File: src/hdl/rcav_pkg.sv
`default_nettype none
// ----------------------------------------------------------------------------
// rcav_pkg
// Shared types and constants of the record chain archive validator.
// ----------------------------------------------------------------------------
package rcav_pkg;

    localparam int HDR_LEN = 27;
    localparam int TRAILER_LEN = 5;
    localparam logic [7:0] LEN_BYTE = 8'h0C;
    localparam logic [7:0] MARKER_BYTE = 8'h24;
    localparam logic [7:0] BLANK_BYTE = 8'h20;
    localparam int MIN_TOTAL = 32;

    localparam logic [1:0] REG_TOTAL_SIZE = 2'd0;
    localparam logic [1:0] REG_MAX_MEMBERS = 2'd1;
    localparam logic [1:0] REG_MAX_MEMBER_SIZE = 2'd2;

    typedef struct packed {
        logic        result_kind;
        logic [16:0] member_index;
        logic [31:0] header_offset;
        logic [31:0] data_offset;
        logic [30:0] packed_size;
        logic [30:0] unpacked_size;
        logic [31:0] dos_stamp;
        logic        pack_method;
        logic        archive_valid;
        logic [31:0] trailer_offset;
        logic        last_result;
    } result_t;

    typedef struct packed {
        logic [7:0] data_byte;
        logic       last_byte;
    } item_t;

endpackage
`default_nettype wire

File: src/hdl/rcav_if.sv
`default_nettype none
// ----------------------------------------------------------------------------
// rcav_if
// Valid/ready channel interfaces for input bytes, results and configuration.
// ----------------------------------------------------------------------------
interface rcav_in_if;
    logic       valid;
    logic       ready;
    logic [7:0] data_byte;
    logic       last_byte;
    modport source (output valid, output data_byte, output last_byte, input ready);
    modport sink (input valid, input data_byte, input last_byte, output ready);
endinterface

interface rcav_out_if;
    logic        valid;
    logic        ready;
    logic        result_kind;
    logic [16:0] member_index;
    logic [31:0] header_offset;
    logic [31:0] data_offset;
    logic [30:0] packed_size;
    logic [30:0] unpacked_size;
    logic [31:0] dos_stamp;
    logic        pack_method;
    logic        archive_valid;
    logic [31:0] trailer_offset;
    logic        last_result;
    modport source (output valid, output result_kind, output member_index,
        output header_offset, output data_offset, output packed_size,
        output unpacked_size, output dos_stamp, output pack_method,
        output archive_valid, output trailer_offset, output last_result,
        input ready);
    modport sink (input valid, input result_kind, input member_index,
        input header_offset, input data_offset, input packed_size,
        input unpacked_size, input dos_stamp, input pack_method,
        input archive_valid, input trailer_offset, input last_result,
        output ready);
endinterface

interface rcav_cfg_if;
    logic        valid;
    logic        ready;
    logic [1:0]  index;
    logic [31:0] data;
    modport source (output valid, output index, output data, input ready);
    modport sink (input valid, input index, input data, output ready);
endinterface
`default_nettype wire

File: src/hdl/rcav_parser.sv
`default_nettype none
// ----------------------------------------------------------------------------
// rcav_parser
// Front part: parses one byte per stepped cycle and pushes up to two results.
// ----------------------------------------------------------------------------
module rcav_parser #(
    parameter int OFFSET_BITS = 32
) (
    input  wire logic                 clk,
    input  wire logic                 rst_n,
    input  wire logic                 step,
    input  wire rcav_pkg::item_t      item,
    input  wire logic [31:0]          total_size,
    input  wire logic [16:0]          max_members,
    input  wire logic [30:0]          max_member_size,
    output rcav_pkg::result_t         res0,
    output rcav_pkg::result_t         res1,
    output logic [1:0]                res_count
);
    localparam int OB = OFFSET_BITS;
    localparam int WB = ((OB > 32) ? OB : 32) + 2;
    localparam logic [OB-1:0] POS_MAX = {OB{1'b1}};

    typedef enum logic [2:0] {
        PH_HEADER, PH_PRELUDE, PH_PAYLOAD, PH_DONE, PH_FATAL
    } phase_t;

    phase_t phase_reg, phase_next;
    logic [OB-1:0] pos_reg, pos_next, rstart_reg, rstart_next, cend_reg, cend_next;
    logic [4:0] hcnt_reg, hcnt_next;
    logic [31:0] pk_reg, pk_next, up_reg, up_next, st_reg, st_next;
    logic [7:0] meth_reg, meth_next;
    logic bad_reg, bad_next, nb_reg, nb_next;
    logic [31:0] left_reg, left_next;
    logic [16:0] mcount_reg, mcount_next;

    logic [WB-1:0] tot_w, p_w;
    logic [7:0] b;
    logic [1:0] bsel;
    logic hbad;
    logic emit;
    rcav_pkg::result_t desc, verd;
    logic [OB-1:0] ce;
    logic ok;

    assign tot_w = WB'(total_size);
    assign p_w = WB'(pos_reg);
    assign b = item.data_byte;
    assign bsel = hcnt_reg[1:0] - 2'd1;

    always_comb
    begin
        phase_next = phase_reg;
        pos_next = pos_reg;
        rstart_next = rstart_reg;
        cend_next = cend_reg;
        hcnt_next = hcnt_reg;
        pk_next = pk_reg;
        up_next = up_reg;
        st_next = st_reg;
        meth_next = meth_reg;
        bad_next = bad_reg;
        nb_next = nb_reg;
        left_next = left_reg;
        mcount_next = mcount_reg;
        emit = 1'b0;
        hbad = 1'b0;
        desc = '0;
        verd = '0;
        ce = '0;
        ok = 1'b0;
        res0 = '0;
        res1 = '0;
        res_count = 2'd0;
        if (step)
        begin
            case (phase_reg)
                PH_HEADER:
                begin
                    if (hcnt_reg == 5'd0 && total_size < 32'(rcav_pkg::MIN_TOTAL))
                    begin
                        rstart_next = pos_reg;
                        phase_next = PH_FATAL;
                    end
                    else if (hcnt_reg == 5'd0
                             && p_w + WB'(rcav_pkg::HDR_LEN) > tot_w)
                    begin
                        rstart_next = pos_reg;
                        cend_next = pos_reg;
                        phase_next = PH_DONE;
                    end
                    else if (hcnt_reg == 5'd0 && mcount_reg >= max_members)
                    begin
                        rstart_next = pos_reg;
                        phase_next = PH_FATAL;
                    end
                    else
                    begin
                        if (hcnt_reg == 5'd0)
                        begin
                            rstart_next = pos_reg;
                            if (b != rcav_pkg::LEN_BYTE)
                                bad_next = 1'b1;
                        end
                        else if (hcnt_reg <= 5'd12)
                        begin
                            if (b < rcav_pkg::BLANK_BYTE)
                                bad_next = 1'b1;
                            if (b != rcav_pkg::BLANK_BYTE)
                                nb_next = 1'b1;
                        end
                        else if (hcnt_reg <= 5'd16)
                            pk_next[{bsel, 3'b000} +: 8] = b;
                        else if (hcnt_reg <= 5'd20)
                            up_next[{bsel, 3'b000} +: 8] = b;
                        else if (hcnt_reg <= 5'd24)
                            st_next[{bsel, 3'b000} +: 8] = b;
                        else if (hcnt_reg == 5'd25)
                            meth_next = b;
                        if (hcnt_reg >= 5'd26)
                        begin
                            hbad = bad_reg || !nb_reg || b != rcav_pkg::MARKER_BYTE
                                || pk_reg[31] || up_reg[31]
                                || pk_reg[30:0] > max_member_size
                                || up_reg[30:0] > max_member_size
                                || meth_reg > 8'd1
                                || (meth_reg == 8'd0 && pk_reg != up_reg)
                                || p_w + WB'(1) + WB'(pk_reg) > tot_w
                                || (meth_reg == 8'd1 && pk_reg < 32'd3);
                            left_next = pk_reg;
                            hcnt_next = 5'd0;
                            if (hbad)
                            begin
                                phase_next = PH_DONE;
                                cend_next = rstart_reg;
                            end
                            else if (meth_reg == 8'd1)
                                phase_next = PH_PRELUDE;
                            else
                            begin
                                emit = 1'b1;
                                phase_next = PH_PAYLOAD;
                            end
                        end
                        else
                            hcnt_next = hcnt_reg + 5'd1;
                    end
                end
                PH_PRELUDE:
                begin
                    if (hcnt_reg == 5'd0)
                    begin
                        if (b > 8'd1)
                        begin
                            phase_next = PH_DONE;
                            cend_next = rstart_reg;
                        end
                        else
                            hcnt_next = 5'd1;
                    end
                    else if (b < 8'd4 || b > 8'd6)
                    begin
                        phase_next = PH_DONE;
                        cend_next = rstart_reg;
                    end
                    else
                    begin
                        emit = 1'b1;
                        left_next = (left_reg >= 32'd2) ? left_reg - 32'd2 : 32'd0;
                        phase_next = PH_PAYLOAD;
                    end
                end
                PH_PAYLOAD:
                begin
                    if (left_reg != 32'd0)
                        left_next = left_reg - 32'd1;
                end
                default:
                begin
                end
            endcase
            if (emit)
            begin
                desc.member_index = mcount_reg;
                desc.header_offset = 32'(rstart_next);
                desc.data_offset = 32'(rstart_next) + 32'(rcav_pkg::HDR_LEN);
                desc.packed_size = pk_reg[30:0];
                desc.unpacked_size = up_reg[30:0];
                desc.dos_stamp = st_reg;
                desc.pack_method = meth_reg[0];
                mcount_next = mcount_reg + 17'd1;
            end
            if (phase_next == PH_PAYLOAD && left_next == 32'd0)
            begin
                phase_next = PH_HEADER;
                rstart_next = OB'(p_w + WB'(1));
                hcnt_next = 5'd0;
                pk_next = '0;
                up_next = '0;
                st_next = '0;
                meth_next = '0;
                bad_next = 1'b0;
                nb_next = 1'b0;
            end
            if (pos_reg != POS_MAX)
                pos_next = pos_reg + OB'(1);
            if (item.last_byte)
            begin
                ce = (phase_next == PH_DONE) ? cend_next : rstart_next;
                ok = phase_next != PH_FATAL && total_size >= 32'(rcav_pkg::MIN_TOTAL)
                    && mcount_next != 17'd0 && p_w + WB'(1) == tot_w
                    && (WB'(ce) == tot_w || WB'(ce) + WB'(rcav_pkg::TRAILER_LEN) == tot_w);
                verd.result_kind = 1'b1;
                verd.archive_valid = ok;
                verd.trailer_offset = 32'(ce);
                verd.last_result = 1'b1;
                phase_next = PH_HEADER;
                pos_next = '0;
                rstart_next = '0;
                cend_next = '0;
                hcnt_next = '0;
                pk_next = '0;
                up_next = '0;
                st_next = '0;
                meth_next = '0;
                bad_next = 1'b0;
                nb_next = 1'b0;
                left_next = '0;
                mcount_next = '0;
            end
            else
                desc.last_result = 1'b1;
            if (emit)
            begin
                res0 = desc;
                res1 = verd;
                res_count = item.last_byte ? 2'd2 : 2'd1;
            end
            else if (item.last_byte)
            begin
                res0 = verd;
                res_count = 2'd1;
            end
        end
    end

    always_ff @(posedge clk or negedge rst_n)
    begin
        if (!rst_n)
        begin
            phase_reg <= PH_HEADER;
            pos_reg <= '0;
            rstart_reg <= '0;
            cend_reg <= '0;
            hcnt_reg <= '0;
            pk_reg <= '0;
            up_reg <= '0;
            st_reg <= '0;
            meth_reg <= '0;
            bad_reg <= 1'b0;
            nb_reg <= 1'b0;
            left_reg <= '0;
            mcount_reg <= '0;
        end
        else
        begin
            phase_reg <= phase_next;
            pos_reg <= pos_next;
            rstart_reg <= rstart_next;
            cend_reg <= cend_next;
            hcnt_reg <= hcnt_next;
            pk_reg <= pk_next;
            up_reg <= up_next;
            st_reg <= st_next;
            meth_reg <= meth_next;
            bad_reg <= bad_next;
            nb_reg <= nb_next;
            left_reg <= left_next;
            mcount_reg <= mcount_next;
        end
    end
endmodule
`default_nettype wire

File: src/hdl/rcav_queue.sv
`default_nettype none
// ----------------------------------------------------------------------------
// rcav_queue
// Result queue between parser and output; takes up to two results per cycle.
// ----------------------------------------------------------------------------
module rcav_queue (
    input  wire logic              clk,
    input  wire logic              rst_n,
    input  wire rcav_pkg::result_t wr0,
    input  wire rcav_pkg::result_t wr1,
    input  wire logic [1:0]        wr_count,
    output logic                   space_ok,
    output logic                   rd_valid,
    output rcav_pkg::result_t      rd_data,
    input  wire logic              rd_ready
);
    rcav_pkg::result_t mem [4];
    logic [1:0] wp_reg, wp_next, rp_reg, rp_next;
    logic [2:0] cnt_reg, cnt_next;
    logic rd;

    assign rd = rd_valid && rd_ready;
    assign rd_valid = cnt_reg != 3'd0;
    assign rd_data = mem[rp_reg];
    assign space_ok = cnt_reg <= 3'd2;
    assign wp_next = wp_reg + wr_count;
    assign rp_next = rp_reg + {1'b0, rd};
    assign cnt_next = cnt_reg + {1'b0, wr_count} - {2'b0, rd};

    always_ff @(posedge clk)
    begin
        if (wr_count != 2'd0)
            mem[wp_reg] <= wr0;
        if (wr_count == 2'd2)
            mem[wp_reg + 2'd1] <= wr1;
    end

    always_ff @(posedge clk or negedge rst_n)
    begin
        if (!rst_n)
        begin
            wp_reg <= '0;
            rp_reg <= '0;
            cnt_reg <= '0;
        end
        else
        begin
            wp_reg <= wp_next;
            rp_reg <= rp_next;
            cnt_reg <= cnt_next;
        end
    end
endmodule
`default_nettype wire

File: src/hdl/record_chain_archive_validator_top.sv
`default_nettype none
// ----------------------------------------------------------------------------
// record_chain_archive_validator_top
// Streaming validator for chained record archives with 27-byte headers.
// ----------------------------------------------------------------------------
// One archive byte is taken per clock cycle; the parser classifies each byte
// combinationally and writes up to two results into a four-entry queue,
// which drains one result per cycle while the output channel is ready. Input
// is held off only when the queue has fewer than two free entries.
module record_chain_archive_validator_top #(
    parameter int OFFSET_BITS = 32
) (
    input  wire logic  clk,
    input  wire logic  rst_n,
    rcav_in_if.sink    in_ch,
    rcav_out_if.source out_ch,
    rcav_cfg_if.sink   cfg
);
    logic [31:0] total_size_reg;
    logic [16:0] max_members_reg;
    logic [30:0] max_member_size_reg;
    rcav_pkg::item_t item;
    rcav_pkg::result_t r0, r1, rq;
    logic [1:0] rcount;
    logic space_ok, step;

    assign cfg.ready = 1'b1;
    assign in_ch.ready = space_ok;
    assign step = in_ch.valid && space_ok;
    assign item.data_byte = in_ch.data_byte;
    assign item.last_byte = in_ch.last_byte;

    always_ff @(posedge clk or negedge rst_n)
    begin
        if (!rst_n)
        begin
            total_size_reg <= '0;
            max_members_reg <= 17'd100000;
            max_member_size_reg <= 31'd268435456;
        end
        else if (cfg.valid)
        begin
            case (cfg.index)
                rcav_pkg::REG_TOTAL_SIZE: total_size_reg <= cfg.data;
                rcav_pkg::REG_MAX_MEMBERS: max_members_reg <= cfg.data[16:0];
                rcav_pkg::REG_MAX_MEMBER_SIZE: max_member_size_reg <= cfg.data[30:0];
                default:
                begin
                end
            endcase
        end
    end

    rcav_parser #(.OFFSET_BITS(OFFSET_BITS)) u_parser (
        .clk(clk), .rst_n(rst_n), .step(step), .item(item),
        .total_size(total_size_reg), .max_members(max_members_reg),
        .max_member_size(max_member_size_reg),
        .res0(r0), .res1(r1), .res_count(rcount)
    );

    rcav_queue u_queue (
        .clk(clk), .rst_n(rst_n), .wr0(r0), .wr1(r1), .wr_count(rcount),
        .space_ok(space_ok), .rd_valid(out_ch.valid), .rd_data(rq),
        .rd_ready(out_ch.ready)
    );

    assign out_ch.result_kind = rq.result_kind;
    assign out_ch.member_index = rq.member_index;
    assign out_ch.header_offset = rq.header_offset;
    assign out_ch.data_offset = rq.data_offset;
    assign out_ch.packed_size = rq.packed_size;
    assign out_ch.unpacked_size = rq.unpacked_size;
    assign out_ch.dos_stamp = rq.dos_stamp;
    assign out_ch.pack_method = rq.pack_method;
    assign out_ch.archive_valid = rq.archive_valid;
    assign out_ch.trailer_offset = rq.trailer_offset;
    assign out_ch.last_result = rq.last_result;

    a_no_push_when_full: assert property (@(posedge clk) disable iff (!rst_n)
        !space_ok |-> rcount == 2'd0)
        else $error("result pushed without queue space");
    a_last_gives_verdict: assert property (@(posedge clk) disable iff (!rst_n)
        step && in_ch.last_byte |-> rcount != 2'd0)
        else $error("last byte produced no verdict");
    a_verdict_only_kind: assert property (@(posedge clk) disable iff (!rst_n)
        out_ch.valid && out_ch.result_kind |-> out_ch.last_result)
        else $error("verdict not marked last");
endmodule
`default_nettype wire

File: src/flat_wrapper.sv
// flat-port wrapper written by rule: the top's interface ports become plain ports
module record_chain_archive_validator_top_flat 
#(
    parameter int OFFSET_BITS = 32
)
  (clk, rst_n, in_ch_valid, in_ch_data_byte, in_ch_last_byte, in_ch_ready, out_ch_valid, out_ch_result_kind, out_ch_member_index, out_ch_header_offset, out_ch_data_offset, out_ch_packed_size, out_ch_unpacked_size, out_ch_dos_stamp, out_ch_pack_method, out_ch_archive_valid, out_ch_trailer_offset, out_ch_last_result, out_ch_ready, cfg_valid, cfg_index, cfg_data, cfg_ready);
  rcav_in_if in_ch_i ();
  rcav_out_if out_ch_i ();
  rcav_cfg_if cfg_i ();
  input  wire logic clk;
  input  wire logic rst_n;
  input wire logic [$bits(in_ch_i.valid)-1:0] in_ch_valid;
  input wire logic [$bits(in_ch_i.data_byte)-1:0] in_ch_data_byte;
  input wire logic [$bits(in_ch_i.last_byte)-1:0] in_ch_last_byte;
  output wire logic [$bits(in_ch_i.ready)-1:0] in_ch_ready;
  output wire logic [$bits(out_ch_i.valid)-1:0] out_ch_valid;
  output wire logic [$bits(out_ch_i.result_kind)-1:0] out_ch_result_kind;
  output wire logic [$bits(out_ch_i.member_index)-1:0] out_ch_member_index;
  output wire logic [$bits(out_ch_i.header_offset)-1:0] out_ch_header_offset;
  output wire logic [$bits(out_ch_i.data_offset)-1:0] out_ch_data_offset;
  output wire logic [$bits(out_ch_i.packed_size)-1:0] out_ch_packed_size;
  output wire logic [$bits(out_ch_i.unpacked_size)-1:0] out_ch_unpacked_size;
  output wire logic [$bits(out_ch_i.dos_stamp)-1:0] out_ch_dos_stamp;
  output wire logic [$bits(out_ch_i.pack_method)-1:0] out_ch_pack_method;
  output wire logic [$bits(out_ch_i.archive_valid)-1:0] out_ch_archive_valid;
  output wire logic [$bits(out_ch_i.trailer_offset)-1:0] out_ch_trailer_offset;
  output wire logic [$bits(out_ch_i.last_result)-1:0] out_ch_last_result;
  input wire logic [$bits(out_ch_i.ready)-1:0] out_ch_ready;
  input wire logic [$bits(cfg_i.valid)-1:0] cfg_valid;
  input wire logic [$bits(cfg_i.index)-1:0] cfg_index;
  input wire logic [$bits(cfg_i.data)-1:0] cfg_data;
  output wire logic [$bits(cfg_i.ready)-1:0] cfg_ready;
  assign in_ch_i.valid = in_ch_valid;
  assign in_ch_i.data_byte = in_ch_data_byte;
  assign in_ch_i.last_byte = in_ch_last_byte;
  assign in_ch_ready = in_ch_i.ready;
  assign out_ch_valid = out_ch_i.valid;
  assign out_ch_result_kind = out_ch_i.result_kind;
  assign out_ch_member_index = out_ch_i.member_index;
  assign out_ch_header_offset = out_ch_i.header_offset;
  assign out_ch_data_offset = out_ch_i.data_offset;
  assign out_ch_packed_size = out_ch_i.packed_size;
  assign out_ch_unpacked_size = out_ch_i.unpacked_size;
  assign out_ch_dos_stamp = out_ch_i.dos_stamp;
  assign out_ch_pack_method = out_ch_i.pack_method;
  assign out_ch_archive_valid = out_ch_i.archive_valid;
  assign out_ch_trailer_offset = out_ch_i.trailer_offset;
  assign out_ch_last_result = out_ch_i.last_result;
  assign out_ch_i.ready = out_ch_ready;
  assign cfg_i.valid = cfg_valid;
  assign cfg_i.index = cfg_index;
  assign cfg_i.data = cfg_data;
  assign cfg_ready = cfg_i.ready;
  record_chain_archive_validator_top #(.OFFSET_BITS(OFFSET_BITS)) u_core (.clk(clk), .rst_n(rst_n), .in_ch(in_ch_i), .out_ch(out_ch_i), .cfg(cfg_i));
endmodule
File: config.mk
export PLATFORM = sky130hd
export DESIGN_NAME = record_chain_archive_validator_top_flat
export DESIGN_NICKNAME = d
export VERILOG_FILES = /design/src/hdl/rcav_pkg.sv /design/src/hdl/rcav_if.sv /design/src/hdl/rcav_parser.sv /design/src/hdl/rcav_queue.sv /design/src/hdl/record_chain_archive_validator_top.sv /design/src/flat_wrapper.sv
export SDC_FILE = /design/constraint.sdc
export NUM_CORES = 2
export LEC_CHECK = 0
export BUFFER_PORTS_ARGS = -buffer_cell sky130_fd_sc_hd__clkbuf_2
export CAP_MARGIN = 20
export CORE_AREA = 5 5 348 350
export DETAILED_ROUTE_END_ITERATION = 10
export DIE_AREA = 0 0 353 355
export GPL_TIMING_DRIVEN = 0
export PLACE_DENSITY = 0.86
export SYNTH_ARGS = -nofsm -noshare
export SYNTH_HDL_FRONTEND = slang
export SYNTH_HIERARCHICAL = 1
export SYNTH_SLANG_ARGS = --single-unit
File: constraint.sdc
create_clock -name clk -period 31.9 [get_ports clk]
set_input_delay 1.595 -clock clk [delete_from_list [all_inputs] [get_ports clk]]
set_output_delay 1.595 -clock clk [all_outputs]
set_load 0.1 [all_outputs]
# [Word-level counts from Yosys, hierarchy flattened]
# Memories as Yosys holds them, arrays and structs flattened.
# Cells that the tools add are included.
[word_totals] output_inout_bits=214 regBits=346 inputBits=48 mem_bits_rw=844 elab_cells=297 mem_count=1
[mem_list] name="u_core.u_queue.mem" depth=4 word_bits=211 read_ports=1 rd_clocked_by_memory_dff=0 write_ports=2 line_no="rcav_queue.sv:17" text="rcav_pkg::result_t mem [4];"
[classes] n_shift=2 order_cmp=20 n_eq_ne=32 reduce_logical=56 addsub=17 mux=150
[ops] cell="32-bit 2-to-1 mux" count=62
[ops] cell="211-bit 2-to-1 mux" count=5
[ops] cell="32-bit bitwise mux" count=3
[ops] cell="8-bit 2-to-1 mux" count=12
[ops] cell="32-bit one-hot mux with 3 select lines" count=1
[ops] cell="33-bit by 32-bit equality test with 1-bit output" count=2
[ops] cell="32-bit one-hot mux with 2 select lines" count=1
[ops] cell="31-bit > comparator" count=2
[ops] cell="17-bit 2-to-1 mux" count=3
[ops] cell="5-bit 2-to-1 mux" count=8
[ops] cell="1-bit 2-to-1 mux" count=36
[ops] cell="34-bit by 32-bit adder with 34-bit output" count=1
[ops] cell="34-bit by 32-bit > comparator with 1-bit output" count=1
[ops] cell="34-bit 2-to-1 mux" count=1
[ops] cell="32-bit by 1-bit adder with 33-bit output (second input constant)" count=1
[ops] cell="32-bit by 3-bit adder with 33-bit output (second input constant)" count=1
[ops] cell="32-bit by 5-bit adder with 33-bit output (second input constant)" count=1
[ops] cell="33-bit by 32-bit > comparator with 1-bit output" count=1
[ops] cell="32-bit by 1-bit adder with 32-bit output (second input constant)" count=1
[ops] cell="32-bit by 5-bit adder with 32-bit output (second input constant)" count=1
[ops] cell="32-bit equality test" count=1
[ops] cell="32-bit by 2-bit >= comparator with 1-bit output (second input constant)" count=1
[ops] cell="32-bit by 6-bit >= comparator with 1-bit output (second input constant)" count=1
[ops] cell="32-bit zero test" count=1
[ops] cell="other kinds (61)" count=129

# [Depth between registers and ports, before layout]
[depth] word_depth=32 mapped_depth=58 ltp_nobuf=52

# [Hierarchy]
# The synthesis kept the hierarchy.
[modules_own_cells] mod="rcav_queue" cells_each=2083 instances=1 area_per_inst_um2=41084.4 seq_area_each_um2=25519.5
[modules_own_cells] mod="rcav_parser" cells_each=3846 instances=1 area_per_inst_um2=29309.4 seq_area_each_um2=6481.2
[modules_own_cells] mod="record_chain_archive_validator_top" cells_each=173 instances=1 area_per_inst_um2=3039.2 seq_area_each_um2=2010.7

# [Worst setup path after synthesis]
# Ideal clock, no wire load.
[synth_timing] path_kind="reg2reg" start="register u_core.u_parser.pos_reg[2]" end="memory u_core/u_queue/mem[0][0] (netlist name), enable pin" setup_ps=1074 arrival_time_ps=22859 n_path_buf=5 period_less_slack_ps=23932 required_time_ps=30826 path_stages_with_launch=42 path_slack_ps=7968 path_cell_list="dfrtp_1 -> clkbuf_1 -> and3_1 -> nand3_1 -> nor4_1 -> xnor2_1 -> inv_1 -> ha_1 -> a2111oi_0 -> nand3_1 -> nor3_1 -> o31ai_1 -> a21oi_1 -> o21bai_1 -> a21oi_1 -> o21bai_1 -> a21oi_1 -> o21bai_1 -> (+6 left out) -> xnor2_1 -> ha_1 -> nand4_1 -> nor3_1 -> and4_1 -> a21oi_1 -> a2111oi_2 -> o211ai_1 -> or4_1 -> a21oi_1 -> clkbuf_1 -> clkbuf_1 -> ha_1 -> and2_1 -> buf_4 -> buf_2 -> o21bai_1 -> o21ai_0"
[synth_rtl] element="start, declared" line_no="rcav_parser.sv:29" text="logic [OB-1:0] pos_reg, pos_next, rstart_reg, rstart_next, cend_reg, cend_next;"
[synth_rtl] element="start signal, assigned" line_no="rcav_parser.sv:268" text="pos_reg <= pos_next;"
[synth_rtl] element="end, declared" line_no="rcav_queue.sv:17"

==> run_summary.xml <==
<?xml version="1.0" encoding="UTF-8"?>
<metrics>
  <group name="placement">
    <metric name="post-dp-hpwl" unit="mm">196.5</metric>
    <metric name="place_ws" unit="ns">15.79</metric>
    <metric name="gp_congestion" unit="">1.080</metric>
    <metric name="placedCellCount" unit="">8128</metric>
    <metric name="placement.io_buffers" unit="">259</metric>
    <metric name="place_area" unit="um2">78390</metric>
  </group>
  <group name="cts">
    <metric name="worstSkewPairLatency" unit="ns">0.78</metric>
    <metric name="cts_max_path_buffers" unit="">3</metric>
    <metric name="cts_num_sinks" unit="">1190</metric>
    <metric name="tritoncts.num_buffers" unit="">130</metric>
    <metric name="cts_hold_buffers" unit="">0</metric>
    <metric name="cts_tree" unit="">yes</metric>
    <metric name="ctsHtreeMaxLevel" unit="">4</metric>
    <metric name="clockRootBuffer" unit="">sky130_fd_sc_hd__clkbuf_16</metric>
    <metric name="cts_setup_buffers" unit="">0</metric>
    <metric name="cts-resized-gates" unit="">0</metric>
    <metric name="worst_setup_hold_path_clk_slew" unit="ns">0.06</metric>
  </group>
  <group name="setup_path">
    <metric name="cp_slowest_cell" unit="">sky130_fd_sc_hd__a211oi_1</metric>
    <metric name="path_class" unit="">reg -&gt; reg</metric>
    <metric name="crit_path_start_kind" unit="">flop</metric>
    <metric name="critical_path.top_delay_family" unit="">compound AO/OA/AOI/OAI gates</metric>
    <metric name="worst_path_largest_cell_delay" unit="ns">1.00</metric>
    <metric name="end_kind" unit="">flop</metric>
    <metric name="cp_data_required_time" unit="ns">32.53</metric>
    <metric name="worst_ep_arrival_time" unit="ns">17.67</metric>
    <metric name="crit_top_cell" unit="">sky130_fd_sc_hd__a21oi_1</metric>
    <metric name="worstPathBufferInverterCount" unit="">6</metric>
    <metric name="critical_path.max_fanout" unit="">10</metric>
  </group>
  <group name="routing">
    <metric name="drt-wirelength-per-cell" unit="um">32.72</metric>
    <metric name="drc_errors" unit="">0</metric>
    <metric name="route.antenna.remaining_nets" unit="">0</metric>
    <metric name="initialDrtViolationCount" unit="">9680</metric>
    <metric name="viasPerCell" unit="">7.087</metric>
    <metric name="drtPass1Iterations" unit="">9</metric>
    <metric name="totalWireLength" unit="mm">274.4</metric>
    <metric name="dr_total_vias" unit="">59442</metric>
  </group>
  <group name="timing">
    <metric name="final.hold.worst_slack" unit="ns">0.4863</metric>
    <metric name="report.final.setup_viol" unit="">0</metric>
    <metric name="setup_ws" unit="ns">14.86</metric>
    <metric name="maxSlewViolCount" unit="">0</metric>
    <metric name="skew_final" unit="ns">0.03419</metric>
    <metric name="setup_repair_after_global_routing_missed_its_margin" unit="">false</metric>
    <metric name="worst-slew-pin-transition" unit="ns">1.301</metric>
    <metric name="fmax" unit="GHz">0.05869</metric>
    <metric name="min_period_over_period" unit="%">53.42</metric>
    <metric name="final-hold-violation-count" unit="">0</metric>
    <metric name="final_period_minus_worst_setup_slack" unit="ns">17.04</metric>
    <metric name="slew_headroom" unit="%">12.62</metric>
  </group>
  <group name="yosys">
    <metric name="syn-cell-area" unit="um2">73430</metric>
    <metric name="synth_flop_cell" unit="">sky130_fd_sc_hd__edfxtp_1</metric>
    <metric name="synth-async-reset-ratio" unit="%">29.08</metric>
    <metric name="synthesis_stage_register_bit_count" unit="">1190</metric>
    <metric name="postSynthAreaPerCell" unit="um2">12.03</metric>
    <metric name="ys_types" unit="">118</metric>
    <metric name="synth_enable_flop_cells" unit="">844</metric>
    <metric name="number_of_warning_messages_in_the_yosys_log" unit="">6</metric>
    <metric name="postSynthCellCount" unit="">6102</metric>
    <metric name="synth_sequential_area_ratio" unit="%">46.32</metric>
  </group>
  <group name="final_layout">
    <metric name="multi_input_comb_area" unit="um2">35930</metric>
    <metric name="largest-register" unit="">u_core/u_queue/mem</metric>
    <metric name="largest_register_ff_count" unit="">844</metric>
    <metric name="syn_to_final_growth" unit="%">12.46</metric>
    <metric name="postLayoutCellArea" unit="um2">82580</metric>
    <metric name="drive_gt1_share" unit="%">27.13</metric>
    <metric name="layout_commonest_cell" unit="">sky130_fd_sc_hd__edfxtp_1</metric>
    <metric name="fin_nets" unit="">6984</metric>
    <metric name="seq_cell_area" unit="um2">34010</metric>
    <metric name="layout_common_cells" unit="">sky130_fd_sc_hd__edfxtp_1 (844), sky130_fd_sc_hd__mux2_2 (732), sky130_fd_sc_hd__dfrtp_1 (339)</metric>
    <metric name="finish.utilization" unit="%">70.31</metric>
    <metric name="post_layout_nonfiller_instances" unit="">8388</metric>
    <metric name="filler_cell_count" unit="">7736</metric>
  </group>
  <group name="hold_path">
    <metric name="worstHoldPathType" unit="">reg -&gt; reg</metric>
  </group>
  <group name="die">
    <metric name="core" unit="um2">117500</metric>
    <metric name="die-width" unit="um">353</metric>
    <metric name="rows" unit="">126</metric>
    <metric name="start_util" unit="%">62.52</metric>
    <metric name="design.die.area" unit="um2">125300</metric>
    <metric name="num_io_pins" unit="">262</metric>
    <metric name="dieHeight" unit="um">355</metric>
  </group>
  <group name="outcome">
    <metric name="outcome" unit="">finished clean</metric>
  </group>
  <group name="run">
    <metric name="max_cap_viol_count" unit="">0</metric>
  </group>
  <group name="grt">
    <metric name="gr_ovfl_total" unit="">0</metric>
    <metric name="via_count_of_the_first_global_routing_pass" unit="">57843</metric>
    <metric name="grt_first_pass_wirelength" unit="mm">394.5</metric>
    <metric name="antenna_found_initial" unit="">28</metric>
    <metric name="grt_start_max_net_pins" unit="">121</metric>
    <metric name="globalRouteTotalUtil" unit="%">42.61</metric>
  </group>
  <group name="power_and_ir_drop">
    <metric name="vdd_ir_drop_max" unit="uV">85.09</metric>
    <metric name="leakage" unit="nW">33.90</metric>
    <metric name="power_per_cell_area" unit="nW/um2">80.07</metric>
  </group>
</metrics>
[layer usage]
layer  up-vias  part of all wire, %  wire length [um]  GRT usage [%]
met3      1175                   15             41450          15.49
met5         -                0.053               146              0
li1      24227                    -                 -              -
met4        20                  7.1             19430          24.24
met2      4904                   42            116300          61.78
met1     29116                   35             97130          55.75
[worst min-delay path, stage by stage, from the launching register on]
cell and delay, ns:
sky130_fd_sc_hd__dfrtp_1 0.35, sky130_fd_sc_hd__nand2_1 0.05, sky130_fd_sc_hd__o21ai_0 0.06
[cells by family (layout without fill, tap and decap cells)]
kind of cell | after synthesis | after routing | synth area share, %
simple gates | 1403 | 1403 | 9.850
mux | 1266 | 1266 | 22.57
flops | 1190 | 1190 | 46.32
compound gates | 1026 | 1026 | 9.238
buf+inv | 776 | 1337 | 5.723
xor+xnor | 236 | 236 | 2.815
fa+ha+maj | 203 | 203 | 3.479
other cells | 2 | 191 | 0.01023
[per-stage QoR]
step	total power, mW	setup TNS (ns)
CTS	6.523	0
detailed placement	5.045	0
global route	6.761	0
floorplan	4.274	0
finish	6.612	0
global placement	5.055	-1770.76
[synthesized netlist by cell type, types with 85 or more instances]
library cell,instances,area [um2]
sky130_fd_sc_hd__o21ai_0,278,1391
sky130_fd_sc_hd__nand4_1,85,531.8
sky130_fd_sc_hd__and3_1,158,988.5
sky130_fd_sc_hd__nor2_1,339,1272
sky130_fd_sc_hd__a21oi_1,206,1031
sky130_fd_sc_hd__nor3_1,100,500.5
sky130_fd_sc_hd__mux4_2,211,4752
sky130_fd_sc_hd__clkbuf_1,217,814.5
sky130_fd_sc_hd__nand3_1,110,550.5
sky130_fd_sc_hd__nand2_1,320,1201
sky130_fd_sc_hd__mux2_2,732,8243
sky130_fd_sc_hd__xnor2_1,163,1428
sky130_fd_sc_hd__mux2_1,243,2736
sky130_fd_sc_hd__buf_4,204,1531
sky130_fd_sc_hd__dfrtp_1,339,8483
sky130_fd_sc_hd__ha_1,201,2515
sky130_fd_sc_hd__inv_1,194,728.2
sky130_fd_sc_hd__edfxtp_1,844,25340
[path summary, 6_finish.rpt]
kind,startpoint,end,slack [ns],cells after the start
setup / recovery,u_core/u_parser/pos_reg[0]$_DFFE_PN0P_,u_core/u_queue/mem[2][33]$_DFFE_PP_,14.86,52
hold / removal,u_core/u_parser/meth_reg[6]$_DFFE_PN0P_,u_core/u_parser/meth_reg[6]$_DFFE_PN0P_,0.49,2
setup reg to reg,u_core/u_parser/pos_reg[0]$_DFFE_PN0P_,u_core/u_queue/mem[2][33]$_DFFE_PP_,14.86,52
hold reg to reg,u_core/u_parser/meth_reg[6]$_DFFE_PN0P_,u_core/u_parser/meth_reg[6]$_DFFE_PN0P_,0.49,2
max in group asynchronous,rst_n,u_core/u_parser/st_reg[5]$_DFFE_PN0P_,29.73,3
min in group asynchronous,rst_n,u_core/u_parser/cend_reg[1]$_DFFE_PN0P_,0.72,1
[report_power, final]
part	switching [mW]	total, mW	internal (mW)	leakage (nW)
Clock	0.646	1.48	0.833	1.98
Sequential	0.146	1.95	1.80	12.4
Combinational	2.42	3.18	0.764	19.5
[cell type report]
class	instances	area share (%)
multi-input combinational	4311	43.51
sequential	1190	41.19
clock buffer	189	4.423
buffer	581	4.205
timing repair buffer	324	2.908
tap	1536	2.327
inverter	195	0.8864
clock inverter	48	0.5106
antenna	14	0.04242
(Power assumes the default switching activity.)
